## config.mk

```make
export PLATFORM = sky130hd
export DESIGN_NAME = escape_sequence_decoder_unit
export DESIGN_NICKNAME = d
export VERILOG_FILES = /design/src/hdl/esd_pkg.sv /design/src/hdl/escape_sequence_decoder_unit.sv /design/src/hdl/esd_decode.sv
export SDC_FILE = /design/constraint.sdc
export NUM_CORES = 1
export LEC_CHECK = 0
export BUFFER_PORTS_ARGS = -buffer_cell sky130_fd_sc_hd__buf_2
export CAP_MARGIN = 25
export CELL_PAD_IN_SITES_DETAIL_PLACEMENT = 1
export CELL_PAD_IN_SITES_GLOBAL_PLACEMENT = 2
export CORE_MARGIN = 5
export CORE_UTILIZATION = 36
export CTS_BUF_LIST = sky130_fd_sc_hd__clkbuf_4
export DETAILED_ROUTE_END_ITERATION = 12
export PLACE_DENSITY = 0.82
export SYNTH_ARGS = -nofsm -noshare
export SYNTH_HDL_FRONTEND = slang
export SYNTH_SLANG_ARGS = --single-unit
```

## constraint.sdc

```tcl
create_clock -name clk -period 4.15 [get_ports clk]
set_input_delay 0.83 -clock clk [delete_from_list [all_inputs] [get_ports clk]]
set_output_delay 0.83 -clock clk [all_outputs]
set_load 0.005 [all_outputs]
```

## src/hdl/esd_pkg.sv

```systemverilog
// Shared types, character constants and helper functions for the escape
// sequence decoder. No dependencies.
`default_nettype none

package esd_pkg;

  // Decoder mode, one-hot.
  typedef enum logic [5:0] {
    MODE_NORMAL = 6'b000001,
    MODE_ESC    = 6'b000010,
    MODE_HEX0   = 6'b000100,
    MODE_HEX1   = 6'b001000,
    MODE_OCT1   = 6'b010000,
    MODE_OCT2   = 6'b100000
  } esd_mode_t;

  // One result item as held in the result buffer.
  typedef struct packed {
    logic [7:0] data;
    logic       valid;
    logic       eoo;
    logic       last;
  } esd_res_t;

  localparam int unsigned ResSlots = 3;

  localparam logic [7:0] CHAR_BSLASH = 8'h5C;
  localparam logic [7:0] CHAR_QUOTE  = 8'h22;
  localparam logic [7:0] CHAR_N      = 8'h6E;
  localparam logic [7:0] CHAR_R      = 8'h72;
  localparam logic [7:0] CHAR_T      = 8'h74;
  localparam logic [7:0] CHAR_E      = 8'h65;
  localparam logic [7:0] CHAR_X      = 8'h78;

  localparam logic [7:0] BYTE_LF  = 8'd10;
  localparam logic [7:0] BYTE_CR  = 8'd13;
  localparam logic [7:0] BYTE_TAB = 8'd9;
  localparam logic [7:0] BYTE_ESC = 8'd27;

  function automatic logic is_oct(input logic [7:0] c);
    return (c >= 8'h30) && (c <= 8'h37);
  endfunction

  function automatic logic is_hex(input logic [7:0] c);
    return ((c >= 8'h30) && (c <= 8'h39)) ||
           ((c >= 8'h61) && (c <= 8'h66)) ||
           ((c >= 8'h41) && (c <= 8'h46));
  endfunction

  // Letters a-f and A-F both have 1..6 in the low nibble.
  function automatic logic [3:0] hex_val(input logic [7:0] c);
    return (c <= 8'h39) ? c[3:0] : (c[3:0] + 4'd9);
  endfunction

endpackage

`default_nettype wire

```

## src/hdl/escape_sequence_decoder_unit.sv

```systemverilog
// Top level of the C-style escape sequence decoder: input register, decode
// state, result buffer and output handshake. Depends on esd_pkg, esd_decode.
//
// Usage:
//   The input channel (in_valid/in_ready) carries one encoded character per
//   item in in_char, with end_of_input set on the final character of a
//   string. The output channel (out_valid/out_ready) carries decoded items:
//   a byte with byte_valid set, or the end marker with end_of_output set.
//   last_of_run marks the last result item caused by one input item; an
//   input item causes zero to three results.
//   Path: an accepted input item waits in the input register and is decoded
//   into the result buffer once that buffer is empty or is handing over its
//   final item; its first result is then offered from slot zero.
//   Throughput: one input item per cycle as long as each item yields at most
//   one result and the receiver keeps out_ready high. An item with two or
//   three results holds the result buffer until its final result is taken;
//   the single-entry input register keeps taking one more item meanwhile.
//   Stall: when out_ready is low the result buffer holds, the input register
//   fills, and in_ready drops until the buffer's final result is taken.
//   Reset (rst, synchronous, active high) returns the decoder to the normal
//   mode with a zero pending value and empties both the input register and
//   the result buffer.
`default_nettype none

module escape_sequence_decoder_unit (
  input  var logic       clk,
  input  var logic       rst,
  input  var logic       in_valid,
  output logic           in_ready,
  input  var logic [7:0] in_char,
  input  var logic       end_of_input,
  output logic           out_valid,
  input  var logic       out_ready,
  output logic [7:0]     out_byte,
  output logic           byte_valid,
  output logic           end_of_output,
  output logic           last_of_run
);

  // Input register: one character waiting to be decoded.
  logic       in_full;
  logic [7:0] in_char_q;
  logic       in_eoi_q;

  // Decoder state carried from one character to the next.
  esd_pkg::esd_mode_t mode;
  logic [7:0]         pending;

  // Result buffer: up to three items, the head always in slot zero.
  esd_pkg::esd_res_t res_buf [esd_pkg::ResSlots];
  logic [1:0]        count;

  esd_pkg::esd_res_t  dec_res [esd_pkg::ResSlots];
  logic [1:0]         dec_count;
  esd_pkg::esd_mode_t mode_next;
  logic [7:0]         pending_next;

  logic pop;
  logic load;

  esd_decode u_decode (
    .mode         (mode),
    .pending      (pending),
    .in_char      (in_char_q),
    .end_of_input (in_eoi_q),
    .res          (dec_res),
    .res_count    (dec_count),
    .mode_next    (mode_next),
    .pending_next (pending_next)
  );

  assign out_valid = (count != 2'd0);
  assign pop       = out_valid && out_ready;

  // The buffered character is decoded once the result buffer is empty or is
  // handing over its final item in this cycle.
  assign load     = in_full && ((count == 2'd0) || ((count == 2'd1) && out_ready));
  assign in_ready = !in_full || load;

  always_ff @(posedge clk) begin
    if (rst) begin
      in_full <= 1'b0;
    end else if (in_ready) begin
      in_full <= in_valid;
    end
  end

  always_ff @(posedge clk) begin
    if (in_valid && in_ready) begin
      in_char_q <= in_char;
      in_eoi_q  <= end_of_input;
    end
  end

  always_ff @(posedge clk) begin
    if (rst) begin
      mode    <= esd_pkg::MODE_NORMAL;
      pending <= 8'd0;
    end else if (load) begin
      mode    <= mode_next;
      pending <= pending_next;
    end
  end

  always_ff @(posedge clk) begin
    if (rst) begin
      count <= 2'd0;
    end else if (load) begin
      count <= dec_count;
    end else if (pop) begin
      count <= count - 2'd1;
    end
  end

  // Payload of the buffer: a load replaces it, a pop shifts it down.
  always_ff @(posedge clk) begin
    if (load) begin
      res_buf <= dec_res;
    end else if (pop) begin
      res_buf[0] <= res_buf[1];
      res_buf[1] <= res_buf[2];
    end
  end

  assign out_byte      = res_buf[0].data;
  assign byte_valid    = res_buf[0].valid;
  assign end_of_output = res_buf[0].eoo;
  assign last_of_run   = res_buf[0].last;

`ifndef NO_ASSERTIONS
  // The final character of a string always leaves the decoder clean.
  a_end_clears: assert property (@(posedge clk) disable iff (rst)
    (load && in_eoi_q) |=> ((mode == esd_pkg::MODE_NORMAL) && (pending == 8'd0)))
    else $error("decoder state not cleared after final character");

  // The end marker is never a data byte and always closes its run.
  a_end_marker: assert property (@(posedge clk) disable iff (rst)
    (out_valid && end_of_output) |-> (!byte_valid && last_of_run))
    else $error("malformed end marker");

  // Without a decode the buffer only drains.
  a_no_growth: assert property (@(posedge clk) disable iff (rst)
    !load |=> (count <= $past(count)))
    else $error("result buffer grew without a decode");
`endif

endmodule

`default_nettype wire

```

## src/hdl/esd_decode.sv

```systemverilog
// Combinational decode of one character against the current mode and pending
// value; produces up to three packed result items. Depends on esd_pkg.
`default_nettype none

module esd_decode (
  input  var esd_pkg::esd_mode_t mode,
  input  var logic [7:0]         pending,
  input  var logic [7:0]         in_char,
  input  var logic               end_of_input,
  output esd_pkg::esd_res_t      res [esd_pkg::ResSlots],
  output logic [1:0]             res_count,
  output esd_pkg::esd_mode_t     mode_next,
  output logic [7:0]             pending_next
);

  always_comb begin
    logic               plain_esc;
    logic               flush_en;
    logic               char_en;
    logic               end_flush_en;
    logic [7:0]         char_val;
    esd_pkg::esd_mode_t mode_tmp;
    logic [7:0]         pend_tmp;
    esd_pkg::esd_res_t  cand [4];
    logic               cand_en [4];
    logic [1:0]         k;

    plain_esc = (in_char == esd_pkg::CHAR_BSLASH);
    flush_en  = 1'b0;
    char_en   = 1'b0;
    char_val  = in_char;
    mode_tmp  = mode;
    pend_tmp  = pending;

    case (mode)
      esd_pkg::MODE_ESC: begin
        mode_tmp = esd_pkg::MODE_NORMAL;
        char_en  = 1'b1;
        case (in_char)
          esd_pkg::CHAR_BSLASH: char_val = esd_pkg::CHAR_BSLASH;
          esd_pkg::CHAR_QUOTE:  char_val = esd_pkg::CHAR_QUOTE;
          esd_pkg::CHAR_N:      char_val = esd_pkg::BYTE_LF;
          esd_pkg::CHAR_R:      char_val = esd_pkg::BYTE_CR;
          esd_pkg::CHAR_T:      char_val = esd_pkg::BYTE_TAB;
          esd_pkg::CHAR_E:      char_val = esd_pkg::BYTE_ESC;
          esd_pkg::CHAR_X: begin
            char_en  = 1'b0;
            mode_tmp = esd_pkg::MODE_HEX0;
          end
          default: begin
            if (esd_pkg::is_oct(in_char)) begin
              char_en  = 1'b0;
              pend_tmp = {5'd0, in_char[2:0]};
              mode_tmp = esd_pkg::MODE_OCT1;
            end
          end
        endcase
      end
      esd_pkg::MODE_HEX0: begin
        if (esd_pkg::is_hex(in_char)) begin
          pend_tmp = {4'd0, esd_pkg::hex_val(in_char)};
          mode_tmp = esd_pkg::MODE_HEX1;
        end else begin
          char_en  = !plain_esc;
          mode_tmp = plain_esc ? esd_pkg::MODE_ESC : esd_pkg::MODE_NORMAL;
        end
      end
      esd_pkg::MODE_HEX1: begin
        if (esd_pkg::is_hex(in_char)) begin
          char_en  = 1'b1;
          char_val = {pending[3:0], esd_pkg::hex_val(in_char)};
          mode_tmp = esd_pkg::MODE_NORMAL;
        end else begin
          flush_en = 1'b1;
          char_en  = !plain_esc;
          mode_tmp = plain_esc ? esd_pkg::MODE_ESC : esd_pkg::MODE_NORMAL;
        end
      end
      esd_pkg::MODE_OCT1: begin
        if (esd_pkg::is_oct(in_char)) begin
          pend_tmp = {pending[4:0], in_char[2:0]};
          mode_tmp = esd_pkg::MODE_OCT2;
        end else begin
          flush_en = 1'b1;
          char_en  = !plain_esc;
          mode_tmp = plain_esc ? esd_pkg::MODE_ESC : esd_pkg::MODE_NORMAL;
        end
      end
      esd_pkg::MODE_OCT2: begin
        if (esd_pkg::is_oct(in_char)) begin
          char_en  = 1'b1;
          char_val = {pending[4:0], in_char[2:0]};
          mode_tmp = esd_pkg::MODE_NORMAL;
        end else begin
          flush_en = 1'b1;
          char_en  = !plain_esc;
          mode_tmp = plain_esc ? esd_pkg::MODE_ESC : esd_pkg::MODE_NORMAL;
        end
      end
      default: begin
        char_en  = !plain_esc;
        mode_tmp = plain_esc ? esd_pkg::MODE_ESC : esd_pkg::MODE_NORMAL;
      end
    endcase

    // At the end of the string an escape still collecting digits is flushed.
    end_flush_en = end_of_input &&
                   ((mode_tmp == esd_pkg::MODE_HEX1) || (mode_tmp == esd_pkg::MODE_OCT1) ||
                    (mode_tmp == esd_pkg::MODE_OCT2));

    cand[0]    = '{data: pending,  valid: 1'b1, eoo: 1'b0, last: 1'b0};
    cand_en[0] = flush_en;
    cand[1]    = '{data: char_val, valid: 1'b1, eoo: 1'b0, last: 1'b0};
    cand_en[1] = char_en;
    cand[2]    = '{data: pend_tmp, valid: 1'b1, eoo: 1'b0, last: 1'b0};
    cand_en[2] = end_flush_en;
    cand[3]    = '{data: 8'd0,     valid: 1'b0, eoo: 1'b1, last: 1'b0};
    cand_en[3] = end_of_input;

    for (int j = 0; j < esd_pkg::ResSlots; j++) begin
      res[j] = '0;
    end

    // At most three candidates are ever enabled together.
    k = 2'd0;
    for (int i = 0; i < 4; i++) begin
      if (cand_en[i] && (k != 2'd3)) begin
        res[k] = cand[i];
        k      = k + 2'd1;
      end
    end
    res_count = k;

    for (int j = 0; j < esd_pkg::ResSlots; j++) begin
      if ((k != 2'd0) && (2'(j) == (k - 2'd1))) begin
        res[j].last = 1'b1;
      end
    end

    if (end_of_input) begin
      mode_next    = esd_pkg::MODE_NORMAL;
      pending_next = 8'd0;
    end else begin
      mode_next    = mode_tmp;
      pending_next = pend_tmp;
    end
  end

endmodule

`default_nettype wire

```

==> results.md, run 1 <==
* First-pass GRT wire length at 19400 um
* CTS root buffer: clkbuf_4
* Reg power frac at 0.433
* Netlist cell types at 69
* Kind of critical path: flip-flop to flip-flop
* Total track usage at 0.194
* Worst-path clk slew at about 0.13 ns
* Mapped Nets at 439
* Cell Chain, Critical Path: inv_2, ha_2, o21bai_1, a2111o_1, o21ai_4, o221ai_4, ha_4, o31ai_4, nand2_1, ha_2, nor2b_2, nand2_1, or3_1, o21ai_2, a21oi_4, buf_4, a221o_1
* Startpoint Class: flip-flop
* Crit. End Element: flip-flop
* Slowest-stage cell, CP: a2111o_1
* NetSw at 0.529 mW
* DR iter-0 viols at 267
* Cts hold-fix bufs at 0
* CP max FO at 7
* Post-synth ARST share at 0
* Final setup viols at 0
* Worst R2R Path Depth at 17
* IR drop worst, VDD at between 0.2 and 0.25 mV
* DR vias/cell at 5.84
* Hold Path Sink: res_buf[18]$_DFFE_PP_
* H-tree depth reported by CTS at 3
* Worst Skew at between 0.015 and 0.02 ns
* Clock Tree Buf Depth at 2
* HP Class: flip-flop to flip-flop
* Achievable Freq at 0.245 GHz
* R2R setup slack at 0.07 ns
* # port buffers at 25
* Die Area at 12700 um2
* Sw Share at 0.290
* FF+latch count, synth at 59
* Vias post-DR at 3535
* Reg2reg end: out_byte[6]$_DFFE_PP_
* Slew @ Worst Pin at 0.901 ns
* Max_cap viols at 0
* Final Instance Count excl. Fillers at 605
* RR Startpoint: in_char_q[1]$_DFFE_PP_
* Largest net degree at the start of global routing at 30
* Worst Hold Path Cells at 2
* Gr ovfl total at 0
* Cell-internal power at 1.29 mW
* Drt pass-1 iters at 4
* Largest stage delay on the critical path at between 0.5 and 0.6 ns
* Initial antenna violation count at 0
* Row Count at 37
* Power Dens Cells at just under 400 nW/um2
* Post-synth EDFFs at 42
* Warnings, synthesis at 0
* Syn Area/Cell at 9.16 um2
* Critical path arrival at about 4.3 ns
* Routed Antenna Nets at 0
* Worst Hold Launch: res_buf[7]$_DFFE_PP_
* Post-route minimum period at 4.08 ns
* Most used flip-flop cell after synthesis: edfxtp_1
* RSZ-0062 raised after global routing: yes
* CTS tree: built
* Final TNS setup at 0 ns
* Worst path depth at 17
* Skew-Pair Late Insertion Delay at 0.46 ns
* Cts bufs inserted at 9
* Cells after synthesis at 414
* DR WL/cell at approximately 20 um
* Top-Level Pins at 26
* Cell total after placement at 581
* Area Growth Syn to Fin at 21.8%
* Rel. slew slack at 0.399
* Clock sink count at 59
* Endpoints failing hold at 0
* Gp weighted congestion at approximately 0.86
* Clock share of power at 0.342
* Status: complete, no violations
* Post-layout net count at ~490
* Die height at 113 um
* Top Family by Delay on Critical Path: compound AO/OA/AOI/OAI gates
* Vias in the first global route at 3702
* Die width at 113 um
* Gate power share at 0.224
* # DRC at 0
* Final slew viol count at 0
* Initial Util at 0.367
* WL final at around 12000 um
* CP required at 4.37 ns
* Area of the core at 10300 um2
* Sequential fraction of the synthesis area at 0.422
* Post-Syn Area at about 3800 um2
* CP Buf/Inv Count at 2
* Post-DP HPWL at 8620 um
* ANT cells at 0
* Layout cells sized above 1 at 0.245
* P_leak at approximately 1.7 nW
* Crit share post-route at 0.983
metrics by stage:
| step | utilization | cell area, um2 | total power [mW] | hold WS [ns] | setup WS (ns) |
|---|---|---|---|---|---|
| after floorplan | - | 3850 | 1.07 | 0.481 | 0.00777 |
| after global placement | 0.412 | 4260 | 1.18 | 0.516 | 0.141 |
| after detailed placement | 0.412 | 4260 | 1.20 | 0.526 | -0.0818 |
| after CTS | 0.435 | 4490 | 1.82 | 0.535 | 0.0233 |
| after global routing | 0.447 | 4620 | 1.91 | 0.533 | -0.0881 |
| final | 0.447 | 4620 | 1.82 | 0.540 | 0.0696 |
worst min-delay path: stages, from the launching register on:
cell and delay [ns]:
edfxtp_1 0.34, nand2_1 0.05, o221ai_1 0.06
cell usage in the layout, fill, tap and decap left out, types with 3 or more instances in the layout:
cell type,n
a22oi_1,12
a21o_1,3
or3_1,3
nand4_1,3
o221ai_1,3
nor2b_1,9
a211oi_1,4
nor2_1,49
and3_1,9
o21ai_0,15
a221o_1,9
a22o_1,7
inv_1,15
nor4_1,3
clkbuf_4,10
nor3_1,12
ha_1,7
nand2b_1,5
o21ai_1,5
bufinv_16,4
edfxtp_1,42
dfxtp_1,17
o2bb2ai_1,4
a221oi_1,4
a21oi_1,20
nand2_1,34
inv_2,3
a21boi_1,3
buf_4,44
buf_2,25
nand3_1,10
o211ai_1,7
worst max-delay path by stage:
stage	from	endpoint	slack (ns)
4_1_cts	in_char_q[3]$_DFFE_PP_	out_byte[6]$_DFFE_PP_	0.02
6_report	in_char_q[1]$_DFFE_PP_	out_byte[6]$_DFFE_PP_	0.07
5_1_grt	in_char_q[0]$_DFFE_PP_	out_byte[6]$_DFFE_PP_	-0.09
3_5_place_dp	in_char_q[3]$_DFFE_PP_	out_byte[6]$_DFFE_PP_	-0.08
2_1_floorplan	in_char_q[3]$_DFFE_PP_	out_byte[3]$_DFFE_PP_	0.008
3_3_place_gp	in_char_q[3]$_DFFE_PP_	out_byte[6]$_DFFE_PP_	0.14
flip-flops by register name (all words and copies together) (netlist names):
register,flops
in_char_q,8
res_buf,22
in_eoi_q,1
in_full,1
out_byte,8
pending,8
mode,6
byte_valid,1
count,2
end_of_output,1
last_of_run,1
metal layers:
layer,vias up,part of all wire,track usage
met4,0,0.024,0.0777
li1,1669,-,-
met1,1764,0.46,0.255
met5,-,0,0
met2,76,0.49,0.311
met3,26,0.034,0.0399
cell families (layout without fill, tap and decap cells):
logic type / Yosys count / after routing / synth area share
and+or+nand+nor: 162 / 162 / 0.218
AOI/OAI and AO/OA: 127 / 127 / 0.248
DFF: 59 / 59 / 0.422
buffers and inverters: 50 / 105 / 0.0590
adders and majority gates: 12 / 12 / 0.0416
muxes: 3 / 3 / 0.00890
xor gates and xnor gates: 1 / 1 / 0.00231
cells in the mapped netlist, drive strengths merged (12+ instances only):
master / instances / share of area
nor2: 50 / 0.050
edfxtp: 42 / 0.33
nand2: 34 / 0.034
a21oi: 22 / 0.030
o21ai: 22 / 0.030
inv: 18 / 0.018
dfxtp: 17 / 0.090
buf: 15 / 0.024
clkbuf: 15 / 0.015
a22oi: 13 / 0.026
nand3: 12 / 0.016
nor3: 12 / 0.016
final cells by class:
class / instances / area, um2
inverters: 20 / 75.1
fillers: 1203 / 5700
repair buffers: 69 / 455
multi-input cells: 305 / 2110
clock buffers: 10 / 75.1
well taps: 136 / 170
flip-flops and latches: 59 / 1600
clock inverters: 6 / 136
power by group through the flow:
stage               combinational [mW]  sequential, mW  clock, mW
floorplan                        0.273           0.797          0
finish                           0.409           0.790      0.624
global route                     0.454           0.801      0.652
detailed placement               0.393           0.806          0
CTS                              0.397           0.792      0.627
global placement                 0.382           0.801          0
timing repair:
action / in CTS / in global routing
setup endpoints to repair: 6 / 13
pin swaps: 1 / 10
gates resized for setup: 4 / 15
setup buffers: 1 / 7
No activity file was read; power rests on OpenSTA's default activity.
==> inputs of run 2 (changes only) <==
--- a/config.mk
+++ b/config.mk
@@ -14,6 +14,7 @@
 export CTS_BUF_LIST = sky130_fd_sc_hd__clkbuf_4
 export DETAILED_ROUTE_END_ITERATION = 12
 export PLACE_DENSITY = 0.82
+export REMOVE_ABC_BUFFERS = 1
 export SYNTH_ARGS = -nofsm -noshare
 export SYNTH_HDL_FRONTEND = slang
 export SYNTH_SLANG_ARGS = --single-unit
==> run 2 against run 1 <==
Compared with the run above:
- register-to-register slack better by 0.04 ns
- total power fell by 11%
- non-clock buffer count shrank 2
- largest power group unchanged
- global-route usage is 0.58 points lower
- critical endpoint is now out_byte[4]$_DFFE_PP_
- combinational power is 1% lower
- clock skew decreased by 0.0046 ns
- first-iteration DRC count decreased by 16%
- hold slack better by 0.015 ns
- routed wire length fell by 2.5%
- final cell count fell by 0.17%
- highest routed layer unchanged
- critical path depth fell by 1
- die area did not move
==> results.md, run 2 (synthesized netlist as in run 1, its figures left out) <==
* # port buffers at 25 (unchanged)
* Number of fill cells at 1197 (was 1203)
* Worst Skew at 0.0127 ns (was 0.0173 ns)
* Final setup viols at 0 (unchanged)
* Power Dens Cells at 364 nW/um2 (was 395 nW/um2)
* Footprint of the multi-input gates at 2040 um2 (was 2110 um2)
* Cts bufs inserted at 9 (unchanged)
* CP required at 4.34 ns (was 4.37 ns)
* Crit. End Element: flip-flop (unchanged)
* Kind of critical path: flip-flop to flip-flop (unchanged)
* Final instance area at 4470 um2 (was 4620 um2)
* CTS tree: built (unchanged)
* Achievable Freq at 0.248 GHz (was 0.245 GHz)
* Cell total after placement at 580 (was 581)
* Area of the core at 10300 um2 (unchanged)
* Post-route minimum period at 4.04 ns (was 4.08 ns)
* First-pass GRT wire length at 19000 um (was 19400 um)
* Commonest cells after routing, fill and taps aside: nor2_1, edfxtp_1, buf_4 (was nor2_1, buf_4, edfxtp_1)
* DR vias/cell at 5.78 (was 5.84)
* Max_cap viols at 0 (unchanged)
* Final slew viol count at 0 (unchanged)
* Vias in the first global route at 3598 (was 3702)
* Clock sink count at 59 (unchanged)
* Total track usage at 0.188 (was 0.194)
* # DRC at 0 (unchanged)
* Critical path arrival at 4.23 ns (was 4.31 ns)
* Post-layout net count at 487 (was 489)
* Final worst setup slack at 0.110 ns (was 0.0696 ns)
* Routed Antenna Nets at 0 (unchanged)
* Crit share post-route at 0.973 (was 0.983)
* Placed Area at 4200 um2 (was 4260 um2)
* Die height at 113 um (unchanged)
* Drt pass-1 iters at 4 (unchanged)
* DR WL/cell at 19.3 um (was 19.8 um)
* Die Area at 12700 um2 (unchanged)
* Layout cells sized above 1 at 0.229 (was 0.245)
* Slew @ Worst Pin at 0.944 ns (was 0.901 ns)
* P_leak at 1.70 nW (was 1.74 nW)
* Startpoint Class: flip-flop (unchanged)
* WL final at 11700 um (was 12000 um)
* Post-Place Setup Slack at -0.0562 ns (was -0.0818 ns)
* Commonest non-fill, non-tap cell in the layout: nor2_1 (unchanged)
* Post-DP HPWL at 8550 um (was 8620 um)
* Gp weighted congestion at 0.876 (was 0.861)
* Skew-Pair Late Insertion Delay at 0.43 ns (was 0.46 ns)
* Endpoints failing hold at 0 (unchanged)
* Top-Level Pins at 26 (unchanged)
* Area Growth Syn to Fin at 17.8% (was 21.8%)
* Clock Tree Buf Depth at 2 (unchanged)
* Die width at 113 um (unchanged)
* RR Startpoint: in_char_q[0]$_DFFE_PP_ (was in_char_q[1]$_DFFE_PP_)
* Final Instance Count excl. Fillers at 604 (was 605)
* H-tree depth reported by CTS at 3 (unchanged)
* HP Class: flip-flop to flip-flop (unchanged)
* Worst Hold Launch: in_full$_SDFFE_PP0N_ (was res_buf[7]$_DFFE_PP_)
* CP Launch Point: in_char_q[0]$_DFFE_PP_ (was in_char_q[1]$_DFFE_PP_)
* Rel. slew slack at 0.370 (was 0.399)
* Vias post-DR at 3489 (was 3535)
* IR drop worst, VDD at 0.220 mV (was 0.214 mV)
* Status: complete, no violations (unchanged)
* Row Count at 37 (unchanged)
* Most flop-heavy register: res_buf (unchanged)
* CTS root buffer: clkbuf_4 (unchanged)
* Largest net degree at the start of global routing at 35 (was 30)
* DR iter-0 viols at 224 (was 267)
* Worst-path clk slew at 0.11 ns (was 0.13 ns)
* CP max FO at 7 (unchanged)
* Flip-flop count of the largest register after layout at 22 (unchanged)
* Final Util at 0.433 (was 0.447)
* Initial Util at 0.367 (unchanged)
* Register area at 1600 um2 (unchanged)
* Gr ovfl total at 0 (unchanged)
* Initial antenna violation count at 1 (was 0)
## run 2: cell types whose count changed in the layout (fill, tap and decap cells not counted), sizes merged
cell,previous run,this run
clkbuf,10,11
diode,0,1
clkinvlp,1,0
inv,19,18
clkinv,2,6
bufinv,4,1
buf,69,67
## run 2: metrics by stage
step,setup TNS (ns),power [mW],hold WS [ns]
after floorplan,-4.20,1.03,0.481
after global placement,0,1.18,0.514
after detailed placement,-0.102,1.20,0.534
after CTS,0,1.63,0.550
after global routing,-0.897,1.72,0.540
final,0,1.63,0.555
## run 2: final cells by class
| cell class | instances | area share |
|---|---|---|
| Multi-Input combinational cell | 305 | 0.456 |
| Sequential cell | 59 | 0.358 |
| Timing Repair Buffer | 67 | 0.0994 |
| Tap cell | 136 | 0.0381 |
| Clock buffer | 11 | 0.0185 |
| Inverter | 20 | 0.0168 |
| Clock inverter | 5 | 0.0120 |
| Antenna cell | 1 | 0.000560 |
## run 2: layer usage
layer / track usage / vias to the layer above / share of wire
met5: 0 / - / 0
met4: 0.0793 / 0 / 0.024
met3: 0.0253 / 23 / 0.042
met2: 0.301 / 75 / 0.48
met1: 0.255 / 1739 / 0.46
li1: - / 1652 / -
## run 2: worst paths after layout
check	endpoint	slack, ns	cells past startpoint
worst max-delay path	out_byte[4]$_DFFE_PP_	0.11	16
worst min-delay path	in_full$_SDFFE_PP0N_	0.55	2
worst max register to register	out_byte[4]$_DFFE_PP_	0.11	16
worst min register to register	in_full$_SDFFE_PP0N_	0.55	2
## run 2: report_power, final
group	internal [mW]	switching, mW	leakage [nW]
registers	0.760	0.0308	0.541
clock network	0.195	0.236	0.0806
logic	0.157	0.247	1.08
total	1.11	0.514	1.70
## run 2: critical path, cell delays in order, from the launching register on
cell and delay (ns):
edfxtp_1 0.51, buf_6 0.17, buf_4 0.16, nor2b_1 0.14, o211a_1 0.29, o21ai_4 0.22
o221ai_2 0.14, buf_4 0.18, fa_1 0.49, ha_2 0.22, nor2b_2 0.12, nand2_1 0.08
or3_1 0.33, o21ai_2 0.19, a21oi_4 0.10, nor4b_1 0.18, a221o_1 0.27
## run 2: timing repair
item,4_1_cts,5_1_grt
pin swaps,1,6
endpoints found under the setup margin,8,13
hold buffers,0,0
resized for setup,2,17
setup buffers,2,5
